===== src/iee_pkg.sv =====
`timescale 1ns / 1ps
// ----------------------------------------------------------------------------
// iee_pkg
// Shared types and constants of the integer expression evaluator.
// ----------------------------------------------------------------------------
package iee_pkg;

  localparam int WORD_WIDTH  = 32;
  localparam int VALUE_WIDTH = 32;
  localparam int CNT_W       = $clog2(WORD_WIDTH);

  // mode codes of an input word
  localparam logic [1:0] MODE_SYMBOL = 2'd0;
  localparam logic [1:0] MODE_EVAL   = 2'd1;
  localparam logic [1:0] MODE_CLEAR  = 2'd2;

  // key codes
  localparam logic [7:0] CH_0     = 8'h30;
  localparam logic [7:0] CH_9     = 8'h39;
  localparam logic [7:0] CH_MUL   = 8'h2a;
  localparam logic [7:0] CH_DIV   = 8'h2f;
  localparam logic [7:0] CH_PLUS  = 8'h2b;
  localparam logic [7:0] CH_MINUS = 8'h2d;

  typedef enum logic [1:0] {
    PH_OPERAND,
    PH_NUMBER,
    PH_STOPPED
  } phase_t;

  typedef enum logic [1:0] {
    PEND_NONE,
    PEND_MUL,
    PEND_DIV
  } pend_t;

  typedef enum logic {
    MD_OP_MUL,
    MD_OP_DIV
  } md_op_t;

  typedef enum logic [1:0] {
    MD_IDLE,
    MD_RUN,
    MD_FIX
  } md_state_t;

  typedef enum logic [2:0] {
    ST_IDLE,
    ST_DISPATCH,
    ST_FACTOR,
    ST_WAIT,
    ST_POST,
    ST_TERM,
    ST_RESULT
  } st_t;

  typedef struct packed {
    logic   start;
    md_op_t op;
  } md_req_t;

endpackage


===== src/iee_muldiv.sv =====
`timescale 1ns / 1ps
// ----------------------------------------------------------------------------
// iee_muldiv
// Bit-serial multiply (wrapping) and signed divide (truncating), one bit a cycle.
// ----------------------------------------------------------------------------
module iee_muldiv (
  input  logic                              clk,
  input  logic                              rst,
  input  iee_pkg::md_req_t                  req,
  input  logic [iee_pkg::WORD_WIDTH-1:0]    a,
  input  logic [iee_pkg::WORD_WIDTH-1:0]    b,
  output logic                              done,
  output logic [iee_pkg::WORD_WIDTH-1:0]    result
);

  localparam int W = iee_pkg::WORD_WIDTH;

  iee_pkg::md_state_t state;
  iee_pkg::md_state_t state_next;
  iee_pkg::md_op_t    op;
  logic [W-1:0]       acc;
  logic [W-1:0]       x;
  logic [W-1:0]       y;
  logic               neg;
  logic [iee_pkg::CNT_W-1:0] cnt;

  logic [W:0]         rem_shift;
  logic [W:0]         diff;
  logic               last_iter;

  assign rem_shift = {acc, x[W-1]};
  assign diff      = rem_shift - {1'b0, y};
  assign last_iter = (cnt == iee_pkg::CNT_W'(W - 1));

  always_comb begin
    state_next = state;
    unique case (state)
      iee_pkg::MD_IDLE: if (req.start) state_next = iee_pkg::MD_RUN;
      iee_pkg::MD_RUN:  if (last_iter) state_next = iee_pkg::MD_FIX;
      iee_pkg::MD_FIX:  state_next = iee_pkg::MD_IDLE;
      default:          state_next = iee_pkg::MD_IDLE;
    endcase
  end

  always_comb begin
    done   = (state == iee_pkg::MD_FIX);
    result = acc;
    if (op == iee_pkg::MD_OP_DIV) begin
      result = neg ? (W'(0) - x) : x;
    end
  end

  always_ff @(posedge clk) begin
    if (rst) begin
      state <= iee_pkg::MD_IDLE;
    end else begin
      state <= state_next;
    end
  end

  always_ff @(posedge clk) begin
    unique case (state)
      iee_pkg::MD_IDLE: begin
        if (req.start) begin
          op  <= req.op;
          acc <= '0;
          cnt <= '0;
          if (req.op == iee_pkg::MD_OP_DIV) begin
            // divide on magnitudes, fix the sign at the end
            x   <= a[W-1] ? (W'(0) - a) : a;
            y   <= b[W-1] ? (W'(0) - b) : b;
            neg <= a[W-1] ^ b[W-1];
          end else begin
            x   <= a;
            y   <= b;
            neg <= 1'b0;
          end
        end
      end
      iee_pkg::MD_RUN: begin
        cnt <= cnt + 1'b1;
        if (op == iee_pkg::MD_OP_MUL) begin
          if (y[0]) acc <= acc + x;
          x <= {x[W-2:0], 1'b0};
          y <= {1'b0, y[W-1:1]};
        end else begin
          // restoring step, quotient bits shift into x
          if (!diff[W]) begin
            acc <= diff[W-1:0];
            x   <= {x[W-2:0], 1'b1};
          end else begin
            acc <= rem_shift[W-1:0];
            x   <= {x[W-2:0], 1'b0};
          end
        end
      end
      default: begin
      end
    endcase
  end

endmodule


===== src/integer_expression_evaluator.sv =====
`timescale 1ns / 1ps
// ----------------------------------------------------------------------------
// integer_expression_evaluator
// Calculator key parser with + - * / precedence over wrapping integers.
// ----------------------------------------------------------------------------
// Usage:
//   s_* carries one key word: mode (0 key, 1 evaluate, 2 clear) and the ASCII
//   key code. Every accepted word gives exactly one result word on m_*:
//   value, error and done_res; value and error are zero unless done_res is 1.
//   A pending * or / runs through one shared shift-add / restoring-divide unit
//   at one bit a cycle; words that close no pending * or / do not use it. The
//   block takes one word at a time: s_tready is high only while no word is in
//   work, and the next word can be taken in the cycle after a result is
//   registered.
//   Results sit in an output register; a new word may be accepted while it
//   waits. If the receiver stalls, the next result holds in the sequencer
//   until the register frees, and s_tready stays low meanwhile.
//   Reset (rst, synchronous) clears all accumulators and the error flag; an
//   evaluate right after reset or clear reports value 0, error 0. The key
//   following an evaluate starts a new expression.
// ----------------------------------------------------------------------------
module integer_expression_evaluator (
  input  logic        clk,
  input  logic        rst,
  input  logic        s_tvalid,
  output logic        s_tready,
  input  logic [15:0] s_tdata,   // mode[1:0], symbol[9:2], zero pad
  output logic        m_tvalid,
  input  logic        m_tready,
  output logic [39:0] m_tdata    // value[31:0], error[32], done_res[33], zero pad
);

  localparam int W = iee_pkg::WORD_WIDTH;

  iee_pkg::st_t      state;
  iee_pkg::st_t      state_next;

  logic [1:0]        mode_q;
  logic [7:0]        sym_q;

  logic [W-1:0]      sum_acc;
  logic [W-1:0]      term_acc;
  logic [W-1:0]      number_acc;
  logic              add_is_sub;
  iee_pkg::pend_t    mul_pending;
  logic              negate_parity;
  iee_pkg::phase_t   phase;
  logic              error_seen;
  logic              fresh_start;

  logic              out_valid;
  logic [39:0]       out_data;

  logic              is_digit;
  logic              is_mul;
  logic              is_div;
  logic              is_plus;
  logic              is_minus;
  logic              is_eval;
  logic [W-1:0]      factor_val;
  logic              out_free;

  iee_pkg::md_req_t  md_req;
  logic              md_done;
  logic [W-1:0]      md_result;

  logic signed [iee_pkg::VALUE_WIDTH-1:0] value_ext;

  assign is_digit   = (sym_q >= iee_pkg::CH_0) && (sym_q <= iee_pkg::CH_9);
  assign is_mul     = (sym_q == iee_pkg::CH_MUL);
  assign is_div     = (sym_q == iee_pkg::CH_DIV);
  assign is_plus    = (sym_q == iee_pkg::CH_PLUS);
  assign is_minus   = (sym_q == iee_pkg::CH_MINUS);
  assign is_eval    = (mode_q == iee_pkg::MODE_EVAL);
  assign factor_val = negate_parity ? (W'(0) - number_acc) : number_acc;
  assign out_free   = !out_valid || m_tready;
  assign value_ext  = iee_pkg::VALUE_WIDTH'($signed(sum_acc));

  iee_muldiv u_muldiv (
    .clk    (clk),
    .rst    (rst),
    .req    (md_req),
    .a      (term_acc),
    .b      (factor_val),
    .done   (md_done),
    .result (md_result)
  );

  // next state
  always_comb begin
    state_next = state;
    unique case (state)
      iee_pkg::ST_IDLE: begin
        if (s_tvalid) state_next = iee_pkg::ST_DISPATCH;
      end
      iee_pkg::ST_DISPATCH: begin
        unique case (mode_q)
          iee_pkg::MODE_SYMBOL: begin
            if (fresh_start) begin
              state_next = iee_pkg::ST_DISPATCH;
            end else if (phase == iee_pkg::PH_OPERAND) begin
              state_next = (is_digit || is_minus) ? iee_pkg::ST_RESULT
                                                  : iee_pkg::ST_FACTOR;
            end else if (phase == iee_pkg::PH_NUMBER) begin
              state_next = is_digit ? iee_pkg::ST_RESULT : iee_pkg::ST_FACTOR;
            end else begin
              state_next = iee_pkg::ST_RESULT;
            end
          end
          iee_pkg::MODE_EVAL: begin
            if (fresh_start || phase == iee_pkg::PH_STOPPED) begin
              state_next = iee_pkg::ST_RESULT;
            end else begin
              state_next = iee_pkg::ST_FACTOR;
            end
          end
          default: state_next = iee_pkg::ST_RESULT;
        endcase
      end
      iee_pkg::ST_FACTOR: begin
        if ((mul_pending == iee_pkg::PEND_MUL) ||
            (mul_pending == iee_pkg::PEND_DIV && factor_val != '0)) begin
          state_next = iee_pkg::ST_WAIT;
        end else begin
          state_next = iee_pkg::ST_POST;
        end
      end
      iee_pkg::ST_WAIT: begin
        if (md_done) state_next = iee_pkg::ST_POST;
      end
      iee_pkg::ST_POST: begin
        if (!is_eval && (is_mul || is_div)) begin
          state_next = iee_pkg::ST_RESULT;
        end else begin
          state_next = iee_pkg::ST_TERM;
        end
      end
      iee_pkg::ST_TERM: state_next = iee_pkg::ST_RESULT;
      iee_pkg::ST_RESULT: begin
        if (out_free) state_next = iee_pkg::ST_IDLE;
      end
      default: state_next = iee_pkg::ST_IDLE;
    endcase
  end

  // control outputs
  always_comb begin
    s_tready     = (state == iee_pkg::ST_IDLE);
    m_tvalid     = out_valid;
    m_tdata      = out_data;
    md_req.start = 1'b0;
    md_req.op    = (mul_pending == iee_pkg::PEND_DIV) ? iee_pkg::MD_OP_DIV
                                                      : iee_pkg::MD_OP_MUL;
    if (state == iee_pkg::ST_FACTOR) begin
      md_req.start = (mul_pending == iee_pkg::PEND_MUL) ||
                     (mul_pending == iee_pkg::PEND_DIV && factor_val != '0);
    end
  end

  always_ff @(posedge clk) begin
    if (rst) begin
      state <= iee_pkg::ST_IDLE;
    end else begin
      state <= state_next;
    end
  end

  always_ff @(posedge clk) begin
    if (state == iee_pkg::ST_IDLE && s_tvalid) begin
      mode_q <= s_tdata[1:0];
      sym_q  <= s_tdata[9:2];
    end
  end

  // expression state
  always_ff @(posedge clk) begin
    if (rst) begin
      sum_acc       <= '0;
      term_acc      <= '0;
      number_acc    <= '0;
      add_is_sub    <= 1'b0;
      mul_pending   <= iee_pkg::PEND_NONE;
      negate_parity <= 1'b0;
      phase         <= iee_pkg::PH_OPERAND;
      error_seen    <= 1'b0;
      fresh_start   <= 1'b1;
    end else begin
      unique case (state)
        iee_pkg::ST_DISPATCH: begin
          unique case (mode_q)
            iee_pkg::MODE_SYMBOL: begin
              if (fresh_start) begin
                // first key of a new expression: wipe, then parse next cycle
                sum_acc       <= '0;
                term_acc      <= '0;
                number_acc    <= '0;
                add_is_sub    <= 1'b0;
                mul_pending   <= iee_pkg::PEND_NONE;
                negate_parity <= 1'b0;
                phase         <= iee_pkg::PH_OPERAND;
                error_seen    <= 1'b0;
                fresh_start   <= 1'b0;
              end else if (phase == iee_pkg::PH_OPERAND) begin
                if (is_digit) begin
                  number_acc <= W'(sym_q[3:0]);
                  phase      <= iee_pkg::PH_NUMBER;
                end else if (is_minus) begin
                  negate_parity <= ~negate_parity;
                end else begin
                  error_seen <= 1'b1;
                  number_acc <= '0;
                end
              end else if (phase == iee_pkg::PH_NUMBER) begin
                if (is_digit) begin
                  number_acc <= (number_acc << 3) + (number_acc << 1) + W'(sym_q[3:0]);
                end
              end
            end
            iee_pkg::MODE_EVAL: begin
              if (!fresh_start) begin
                if (phase == iee_pkg::PH_OPERAND) begin
                  error_seen <= 1'b1;
                  number_acc <= '0;
                end
                if (phase == iee_pkg::PH_STOPPED) begin
                  fresh_start <= 1'b1;
                end
              end
            end
            iee_pkg::MODE_CLEAR: begin
              sum_acc       <= '0;
              term_acc      <= '0;
              number_acc    <= '0;
              add_is_sub    <= 1'b0;
              mul_pending   <= iee_pkg::PEND_NONE;
              negate_parity <= 1'b0;
              phase         <= iee_pkg::PH_OPERAND;
              error_seen    <= 1'b0;
              fresh_start   <= 1'b1;
            end
            default: begin
            end
          endcase
        end
        iee_pkg::ST_FACTOR: begin
          negate_parity <= 1'b0;
          number_acc    <= '0;
          unique case (mul_pending)
            iee_pkg::PEND_NONE: term_acc <= factor_val;
            iee_pkg::PEND_DIV:  if (factor_val == '0) error_seen <= 1'b1;
            default: begin
            end
          endcase
        end
        iee_pkg::ST_WAIT: begin
          if (md_done) term_acc <= md_result;
        end
        iee_pkg::ST_POST: begin
          if (!is_eval && (is_mul || is_div)) begin
            mul_pending <= is_mul ? iee_pkg::PEND_MUL : iee_pkg::PEND_DIV;
            phase       <= iee_pkg::PH_OPERAND;
          end
        end
        iee_pkg::ST_TERM: begin
          sum_acc     <= add_is_sub ? (sum_acc - term_acc) : (sum_acc + term_acc);
          term_acc    <= '0;
          mul_pending <= iee_pkg::PEND_NONE;
          if (is_eval) begin
            phase       <= iee_pkg::PH_STOPPED;
            fresh_start <= 1'b1;
          end else if (is_plus || is_minus) begin
            add_is_sub <= is_minus;
            phase      <= iee_pkg::PH_OPERAND;
          end else begin
            // unknown key ends the expression
            phase <= iee_pkg::PH_STOPPED;
          end
        end
        default: begin
        end
      endcase
    end
  end

  // output register
  always_ff @(posedge clk) begin
    if (rst) begin
      out_valid <= 1'b0;
    end else if (state == iee_pkg::ST_RESULT && out_free) begin
      out_valid <= 1'b1;
    end else if (m_tready) begin
      out_valid <= 1'b0;
    end
  end

  always_ff @(posedge clk) begin
    if (state == iee_pkg::ST_RESULT && out_free) begin
      out_data <= is_eval ? {6'b0, 1'b1, error_seen, value_ext} : '0;
    end
  end

endmodule


===== config.mk =====
export PLATFORM = sky130hd
export DESIGN_NAME = integer_expression_evaluator
export DESIGN_NICKNAME = d
export VERILOG_FILES = /design/src/iee_pkg.sv /design/src/iee_muldiv.sv /design/src/integer_expression_evaluator.sv
export SDC_FILE = /design/constraint.sdc
export NUM_CORES = 1
export LEC_CHECK = 0
export BUFFER_PORTS_ARGS = -buffer_cell sky130_fd_sc_hd__buf_2
export CAP_MARGIN = 5
export CORE_UTILIZATION = 50
export CTS_CLUSTER_SIZE = 8
export DETAILED_ROUTE_END_ITERATION = 7
export MAX_ROUTING_LAYER = met4
export PLACE_DENSITY = 0.64
export SYNTH_ARGS = -nofsm -noshare
export SYNTH_HDL_FRONTEND = slang
export SYNTH_HIERARCHICAL = 1
export SYNTH_SLANG_ARGS = --single-unit

===== constraint.sdc =====
create_clock -name clk -period 6.3 [get_ports clk]
set_input_delay 0.315 -clock clk [delete_from_list [all_inputs] [get_ports clk]]
set_output_delay 0.315 -clock clk [all_outputs]
set_load 0.02 [all_outputs]

# Yosys cells after proc, flatten, opt, wreduce, memory -nomap -nowiden
# Index checks and enable logic that the tools add are counted.
# word_totals
register_bits	263
in_bits	20
word_cells	222
# op_classes
addsub	11
order_cmp	2
n_eq_ne	46
n_mux	98
bitwise	2
n_reduce_logical	41
# op_table
operator	n
$mux W32	26
$pmux W32 S2	6
$pmux W32 S4	1
$sub A1 B32 Y32 const A	4
$add A32 B32 Y32	3
$pmux W32 S3	1
$mux W34	1
$sub A33 B32 Y33	1
$add A32 B4 Y32	1
$eq A8 B6 Y1 const B	4
$logic_not A32 Y1	1
$reduce_bool A32 Y1	1
$sub A32 B32 Y32	1
$mux W3	10
$mux W1	24
$mux W2	12
$pmux W3 S7	1
$ne A2 B2 Y1 const B	10
$ne A4 B4 Y1 const B	5
$reduce_and A5 Y1	4
$ne A5 B5 Y1 const B	3
$reduce_and A3 Y1	5
$pmux W1 S2	6
$pmux W2 S2	3
32 further kinds	66

# Longest topological paths before layout
# Gate-level depths: netlist (run 1).
# logic_depth
word_depth	8
ltp_mapped	19
ltp_nobuf	19

# Cells and area by module
# Netlist (run 1), hierarchy kept.
# by_module_without_submodules
module	n_inst	cells_per_inst	area_per_inst_um2
integer_expression_evaluator	1	1314	11128.2
iee_muldiv	1	1280	10309.9

# Worst setup path after synthesis (run 1)
# No wires, ideal clock.
# synth_path
kind	register -> register
startpoint	register number_acc[22]
endpoint	register u_muldiv/cnt[0] in the netlist's numbering, enable pin
t_arrival_ps	4403
required_time_ps	5868
setup_slack_ps	1465
path_stages_with_launch	14
path_buffers	1
period_less_slack_ps	4835
cell_sequence	dfxtp_1 -> buf_6 -> or4_1 -> or4_1 -> or4_1 -> xor2_1 -> o21ai_0 -> a22oi_1 -> nor4_2 -> nand2b_1 -> o21ai_1 -> and2_1 -> nor2_1 -> nor2_1
# synth_rtl
item	line_no	rtl
from (decl)	integer_expression_evaluator.sv:43	logic [W-1:0] number_acc;
from (signal assigned)	integer_expression_evaluator.sv:205	number_acc <= W'(sym_q[3:0]);
from (signal assigned)	integer_expression_evaluator.sv:215	number_acc <= (number_acc << 3) + (number_acc << 1) + W'(sym_q[3:0]);
to (signal assigned)	iee_muldiv.sv:81	cnt <= cnt + 1'b1;
to (decl)	iee_muldiv.sv:25	logic [iee_pkg::CNT_W-1:0] cnt;

==> summary.txt, run 1 <==
Layout
  – Finished Cell Area: 23300 um2
  – Area Growth Syn to Fin: 8.85%
  – Share of cells above drive strength 1: 0.0621
  – Nets: 2781
  – N_diodes: 0
  – Finished Core Util: 0.554
  – Fin cells: 3162

Synth
  – Mapped Cells: 2594
  – Cell Area, Synth: 21400 um2
  – Seq/Total Area, Yosys: 0.309
  – Netlist cell types: 80
  – Post-synth EDFFs: 147
  – Synthesized flop and latch total: 257
  – Syn_area_per_cell: 8.26 um2
  – Main synth FF type: edfxtp_1
  – YS warnings: 6
  – Share of flip-flops with an asynchronous set or reset: 0

Routing
  – 1st-pass router iterations: 5
  – DRC viols: 0
  – DR iter-0 viols: 1344
  – Vias/cell: 6.17
  – WL per Instance: 19.6 um
  – Via count: 19.5k
  – WL final: 62000 um
  – Post-route antenna net violation count: 0

Placement
  – Post-DP HPWL: 46600 um
  – DP Cell Count: 3082
  – Gpl congestion: 0.968
  – DP Area: 22100 um2
  – IO buf count: 49

STA
  – FMAX: 0.192 GHz
  – Fin crit period: 5.20 ns
  – Pins Over Slew Limit: 0
  – Final setup vio count: 0
  – Final Cycle Share: 0.825
  – Least-Margin Pin Slew: 1.25 ns
  – Total negative slack for setup checks: 0 ns
  – Skew final: 0.0204 ns
  – Max_slew headroom: 0.163
  – Unrepaired setup endpoints after global routing: false
  – Final hold vios: 0

Setup path
  – Worst setup EP type: flip-flop
  – CP delay by family, top: simple AND/OR/NAND/NOR gates
  – Critical path type: reg2reg
  – CP required: 6.53 ns
  – Critical Path Max Stage Delay: 0.70 ns
  – CP max-delay cell: nor4_1
  – Startpoint types: flip-flop
  – Worst path cell trace: nor4_1 > nand2b_1 > nor3_1 > o311ai_2 > or4_1 > or4b_1 > nor4_2 > nand2b_1 > o21ai_1 > and2_1 > nand2_1 > nand2_1 > buf_4
  – Bufs and invs on worst path: 1
  – Arr. time, crit path: 5.43 ns
  – Critical path peak fanout: 32

Floorplan
  – Core Rows: 75
  – Die H: 209 um
  – Starting Density: 0.509
  – Die W: 209 um
  – Top-Level Pins: 62
  – Core area: 42100 um2
  – Total die area: 43700 um2

Clock tree
  – Max clock buf depth: 3
  – Worst skew pair latency: 0.55 ns
  – H-tree depth: 2
  – Worst-path clk slew: 0.05 ns
  – # clock sinks: 257
  – Number of post-CTS setup repair buffers: 0
  – CTS resizes: 0
  – CTS buffer count: 38
  – CTS tree: done
  – CTS root buf: clkbuf_16

Global routing
  – Antenna violations before repair: 1
  – First-pass GRT wire length: 99500 um
  – Vias in the first global route: 18.8k
  – Overflow after GRT: 0
  – Total global-route track usage: 0.291
  – Largest net degree at the start of global routing: 81

Power
  – Sequential power share: 0.337
  – Peak supply drop: 243 uV
  – Design Power: 6.53 mW
  – Clock power share: 0.297
  – Internal power consumption: 4.09 mW
  – Pwr Density: 280 nW/um2
  – Leakage dissipation: 9.17 nW
  – Sw Pwr: 2.44 mW
  – Switch share: 0.373
  – Combinational power share: 0.367

Hold path
  – Worst Hold Class: in2reg

Status
  – Run status: finished, final reports clean

Run
  – Max cap viols: 0
[path summary, 6_finish.rpt]
| kind | end | cells after the start | from | slack, ns |
|---|---|---|---|---|
| hold reg to reg | sum_acc[31]$_SDFFE_PP0P_ | 1 | sum_acc[31]$_SDFFE_PP0P_ | 0.48 |
| setup reg to reg | u_muldiv/acc[26]$_SDFFCE_PN0P_ | 13 | number_acc[6]$_SDFFE_PP0P_ | 1.10 |
| hold / removal | m_tvalid$_SDFFE_PP0P_ | 3 | m_tready | 0.05 |
| setup / recovery | u_muldiv/acc[26]$_SDFFCE_PN0P_ | 13 | number_acc[6]$_SDFFE_PP0P_ | 1.10 |
[cells in the final DEF, fill, tap and decap left out, types with 57 or more instances in the layout]
cell type and instances:
a21oi_1 205, a22oi_1 58, dfxtp_1 110, edfxtp_1 147
ha_1 163, inv_1 103, nand2_1 201, nand3_1 65
nor2_1 242, nor3_1 57, o21ai_0 211, xnor2_1 161
xor2_1 90
[power by group through the flow]
stage	Clock (mW)	Combinational (mW)	Sequential [mW]
6_report	1.94	2.39	2.20
5_1_grt	2.04	2.69	2.23
4_1_cts	1.98	2.39	2.19
3_5_place_dp	0	2.37	2.23
3_3_place_gp	0	2.33	2.22
2_1_floorplan	0	1.95	2.15
[layout make-up]
class	instances	area, um2
clock buffers	67	1080
clock inverters	3	37.5
fillers	3922	18800
inverters	104	390
multi-input cells	2104	14000
flip-flops and latches	257	6620
well taps	539	674
repair buffers	88	563
[sequential cells by signal, summed over array words and instances, names as in the netlist, 2 cells and up]
name / flops
m_tdata: 34
number_acc: 32
sum_acc: 32
term_acc: 32
u_muldiv/acc: 32
u_muldiv/x: 32
u_muldiv/y: 32
sym_q: 8
u_muldiv/cnt: 5
state: 3
mode_q: 2
mul_pending: 2
phase: 2
u_muldiv/state: 2
[metrics by stage]
stage               hold WS [ns]  setup WS, ns
global placement           0.462          1.29
detailed placement         0.468          1.17
floorplan                  0.384          1.46
finish                    0.0504          1.10
CTS                       0.0263          1.14
global route              0.0625         0.701
[worst reg2reg max path, delay by kind of cell (launching register included)]
kind / cells / cell delay, ns
AOI/OAI and AO/OA: 2 / 0.51
buffers and inverters: 1 / 0.30
DFF: 1 / 0.44
and+or+nand+nor: 10 / 3.62
[Yosys cell counts, types with 23 or more instances]
library cell / instances / share of area
o31ai_1: 28 / 0.0098
clkbuf_1: 116 / 0.020
nor2_1: 244 / 0.043
a22oi_1: 58 / 0.020
a31oi_1: 33 / 0.0096
a211oi_1: 53 / 0.019
or4_1: 24 / 0.0084
ha_1: 163 / 0.095
xor2_1: 90 / 0.037
nand2_1: 201 / 0.035
o21a_1: 23 / 0.0081
nand3_1: 65 / 0.015
a21o_1: 55 / 0.019
nor2b_1: 26 / 0.0076
nand2b_1: 32 / 0.0093
edfxtp_1: 147 / 0.21
or3_1: 30 / 0.0088
o21ai_0: 211 / 0.049
nor4_1: 26 / 0.0076
and2_1: 49 / 0.014
a21oi_1: 206 / 0.048
nor3_1: 58 / 0.014
xnor2_1: 161 / 0.066
dfxtp_1: 110 / 0.10
inv_1: 103 / 0.018
[per-layer routing]
metal  wire length, um  GRT usage  part of all wire  vias up
met1             26900      0.360              0.43     9329
li1                  -          -                 -     9568
met5                 0          -                 0        -
met2             30500      0.494              0.49      503
met4              1540     0.0877             0.025        0
met3              2980     0.0371             0.048      107
[logic make-up after synthesis]
| logic type | Yosys count | synth area share |
|---|---|---|
| compound gates | 822 | 0.244 |
| xor+xnor | 251 | 0.103 |
| fa+ha+maj | 168 | 0.0998 |
| buf+inv | 238 | 0.0437 |
| flops | 257 | 0.309 |
| mux | 15 | 0.00735 |
| other cells | 1 | 0.000175 |
| simple gates | 842 | 0.194 |
[repair_timing]
item	in CTS	in global routing
endpoints found under the setup margin	0	0
endpoints found under the hold margin	10	0
hold buffers	10	0
Note: power is estimated with default switching activity, not from simulation.
==> inputs of run 2 (changes only) <==
--- a/config.mk
+++ b/config.mk
@@ -5,6 +5,7 @@
 export SDC_FILE = /design/constraint.sdc
 export NUM_CORES = 1
 export LEC_CHECK = 0
+export ABC_AREA = 1
 export BUFFER_PORTS_ARGS = -buffer_cell sky130_fd_sc_hd__buf_2
 export CAP_MARGIN = 5
 export CORE_UTILIZATION = 50
==> constraint.sdc (replaced) <==
create_clock -name clk -period 4.9 [get_ports clk]
set_input_delay 0.245 -clock clk [delete_from_list [all_inputs] [get_ports clk]]
set_output_delay 0.245 -clock clk [all_outputs]
set_load 0.02 [all_outputs]
==> summary.txt, run 2 <==
Setup path
  – Worst setup EP type: flip-flop
  – CP required: 5.10 ns
  – Critical path peak fanout: 37
  – Arr. time, crit path: 4.30 ns
  – Critical path type: reg2reg
  – Startpoint types: flip-flop

Synth
  – Synthesized flop and latch total: 257
  – Synth area leader: edfxtp_1
  – Largest cells by area after synthesis: edfxtp_1, nand2_1, dfxtp_1, ha_1, inv_1
  – Main synth FF type: edfxtp_1
  – Post-synth EDFFs: 147
  – Seq/Total Area, Yosys: 0.281
  – Syn_area_per_cell: 6.54 um2
  – Top cells by count, synth: nand2_1, inv_1, nor2_1, a21oi_1, nand3_1
  – Synth top area share: 0.187
  – Dominant cell by count in the synthesized netlist: nand2_1
  – Netlist cell types: 59
  – Mapped Cells: 3605
  – Cell Area, Synth: 23600 um2
  – Share of flip-flops with an asynchronous set or reset: 0
  – YS warnings: 6

Clock tree
  – # clock sinks: 257
  – Max clock buf depth: 3
  – CTS root buf: clkbuf_16
  – Worst-path clk slew: 0.06 ns
  – CTS tree: done
  – Number of post-CTS setup repair buffers: 0
  – CTS buffer count: 39
  – CTS resizes: 0
  – Worst skew pair latency: 0.57 ns
  – Hold Buf Count CTS: 11
  – H-tree depth: 2

Global routing
  – Vias in the first global route: 22.2k
  – Total global-route track usage: 0.335
  – First-pass GRT wire length: 122000 um
  – Overflow after GRT: 0
  – Largest net degree at the start of global routing: 84
  – Antenna violations before repair: 0

Routing
  – DR iter-0 viols: 2056
  – Vias/cell: 5.57
  – 1st-pass router iterations: 6
  – WL per Instance: 18.2 um
  – WL final: 77700 um
  – Via count: 23.7k
  – DRC viols: 0
  – Post-route antenna net violation count: 0

Power
  – Peak supply drop: 361 uV
  – Leakage dissipation: 12.3 nW
  – Pwr Density: 525 nW/um2

Layout
  – Finished Cell Area: 25600 um2
  – Max reg flops: 34
  – Commonest non-fill, non-tap cells in the layout: nand2_1, inv_1, nor2_1
  – Finished Core Util: 0.550
  – N_diodes: 0
  – Most common cell after layout, fill and taps aside: nand2_1
  – Share of cells above drive strength 1: 0.0577
  – Area Growth Syn to Fin: 8.60%
  – Nets: 3817

Floorplan
  – Die W: 219 um
  – Starting Density: 0.506
  – Core Rows: 79
  – Die H: 219 um
  – Total die area: 48000 um2
  – Top-Level Pins: 62
  – Core area: 46600 um2

STA
  – Least-Margin Pin Slew: 1.12 ns
  – Pins Over Slew Limit: 0
  – Skew final: 0.0311 ns
  – FMAX: 0.244 GHz
  – Final setup vio count: 0
  – Final hold vios: 0
  – Unrepaired setup endpoints after global routing: false
  – Final Cycle Share: 0.837
  – Fin crit period: 4.10 ns
  – Max_slew headroom: 0.249
  – Total negative slack for setup checks: 0 ns

Run
  – Max cap viols: 0

Placement
  – IO buf count: 49
  – Post-DP HPWL: 61300 um
  – Gpl congestion: 0.985
  – DP Area: 24300 um2

Hold path
  – Worst Hold Class: in2reg

Status
  – Run status: finished, final reports clean
==> run 2: per-stage QoR <==
stage / cells / total power, mW / hold WS (ns) / setup WS, ns
global route: 4261 / 14.5 / 0.235 / 0.406
CTS: 4261 / 13.3 / 0.188 / 0.859
global placement: 4184 / 10.5 / 0.422 / 0.959
detailed placement: 4184 / 10.6 / 0.423 / 0.863
finish: 4261 / 13.4 / 0.229 / 0.796
floorplan: 3610 / 8.75 / 0.314 / 1.42
==> run 2: area by class of cell <==
class,count,area [um2]
clock buffers,62,1100
clock inverters,4,85.1
fillers,4641,21000
inverters,492,1850
multi-input cells,2761,14700
flip-flops and latches,257,6620
well taps,607,759
repair buffers,78,490
==> run 2: report_power, final <==
part | total [mW] | switching, mW | internal [mW] | leakage, nW
clock | 2.62 | 1.03 | 1.59 | 0.568
combinational | 7.52 | 5.06 | 2.45 | 9.48
sequential | 3.29 | 0.547 | 2.75 | 2.25
==> run 2: routing by layer <==
metal / wire (um) / GRT usage / up-vias
li1: - / - / 12000
met3: 4240 / 0.0398 / 168
met2: 34300 / 0.513 / 709
met1: 34700 / 0.433 / 10900
met5: 0 / - / -
met4: 4500 / 0.176 / 0
==> run 2: worst paths after layout <==
path / from / end / slack, ns / cells after the start
min reg2reg: sum_acc[25]$_SDFFE_PP0P_ / sum_acc[25]$_SDFFE_PP0P_ / 0.49 / 2
max reg2reg: number_acc[0]$_SDFFE_PP0P_ / u_muldiv/x[23]$_DFFE_PP_ / 0.80 / 21
max: number_acc[0]$_SDFFE_PP0P_ / u_muldiv/x[23]$_DFFE_PP_ / 0.80 / 21
min: s_tvalid / mode_q[0]$_DFFE_PP_ / 0.23 / 3
==> run 2: kinds of logic after synthesis <==
kind of cell | count (synthesis) | synth area share
compound gates | 694 | 0.162
xor+xnor | 124 | 0.0461
fa+ha+maj | 168 | 0.0908
buf+inv | 592 | 0.0975
flops | 257 | 0.281
other cells | 1 | 0.000159
simple gates | 1769 | 0.323
==> run 2: worst max-delay path, stage by stage (launching register included) <==
cell and delay, ns:
dfxtp_1 0.44, inv_1 0.16, ha_1 0.24, nand2_1 0.12, nor2_1 0.05, nand2_1 0.14, nand2_1 0.18, nand2_1 0.12
xor2_1 0.48, nor2_1 0.08, nand2_1 0.08, nor2_1 0.04, nand3_1 0.15, nand2_1 0.10, nand2_1 0.08, nand2_1 0.09
inv_1 0.08, inv_1 0.04, nor3_1 0.35, inv_1 0.18, nand2_1 0.09, buf_4 0.42
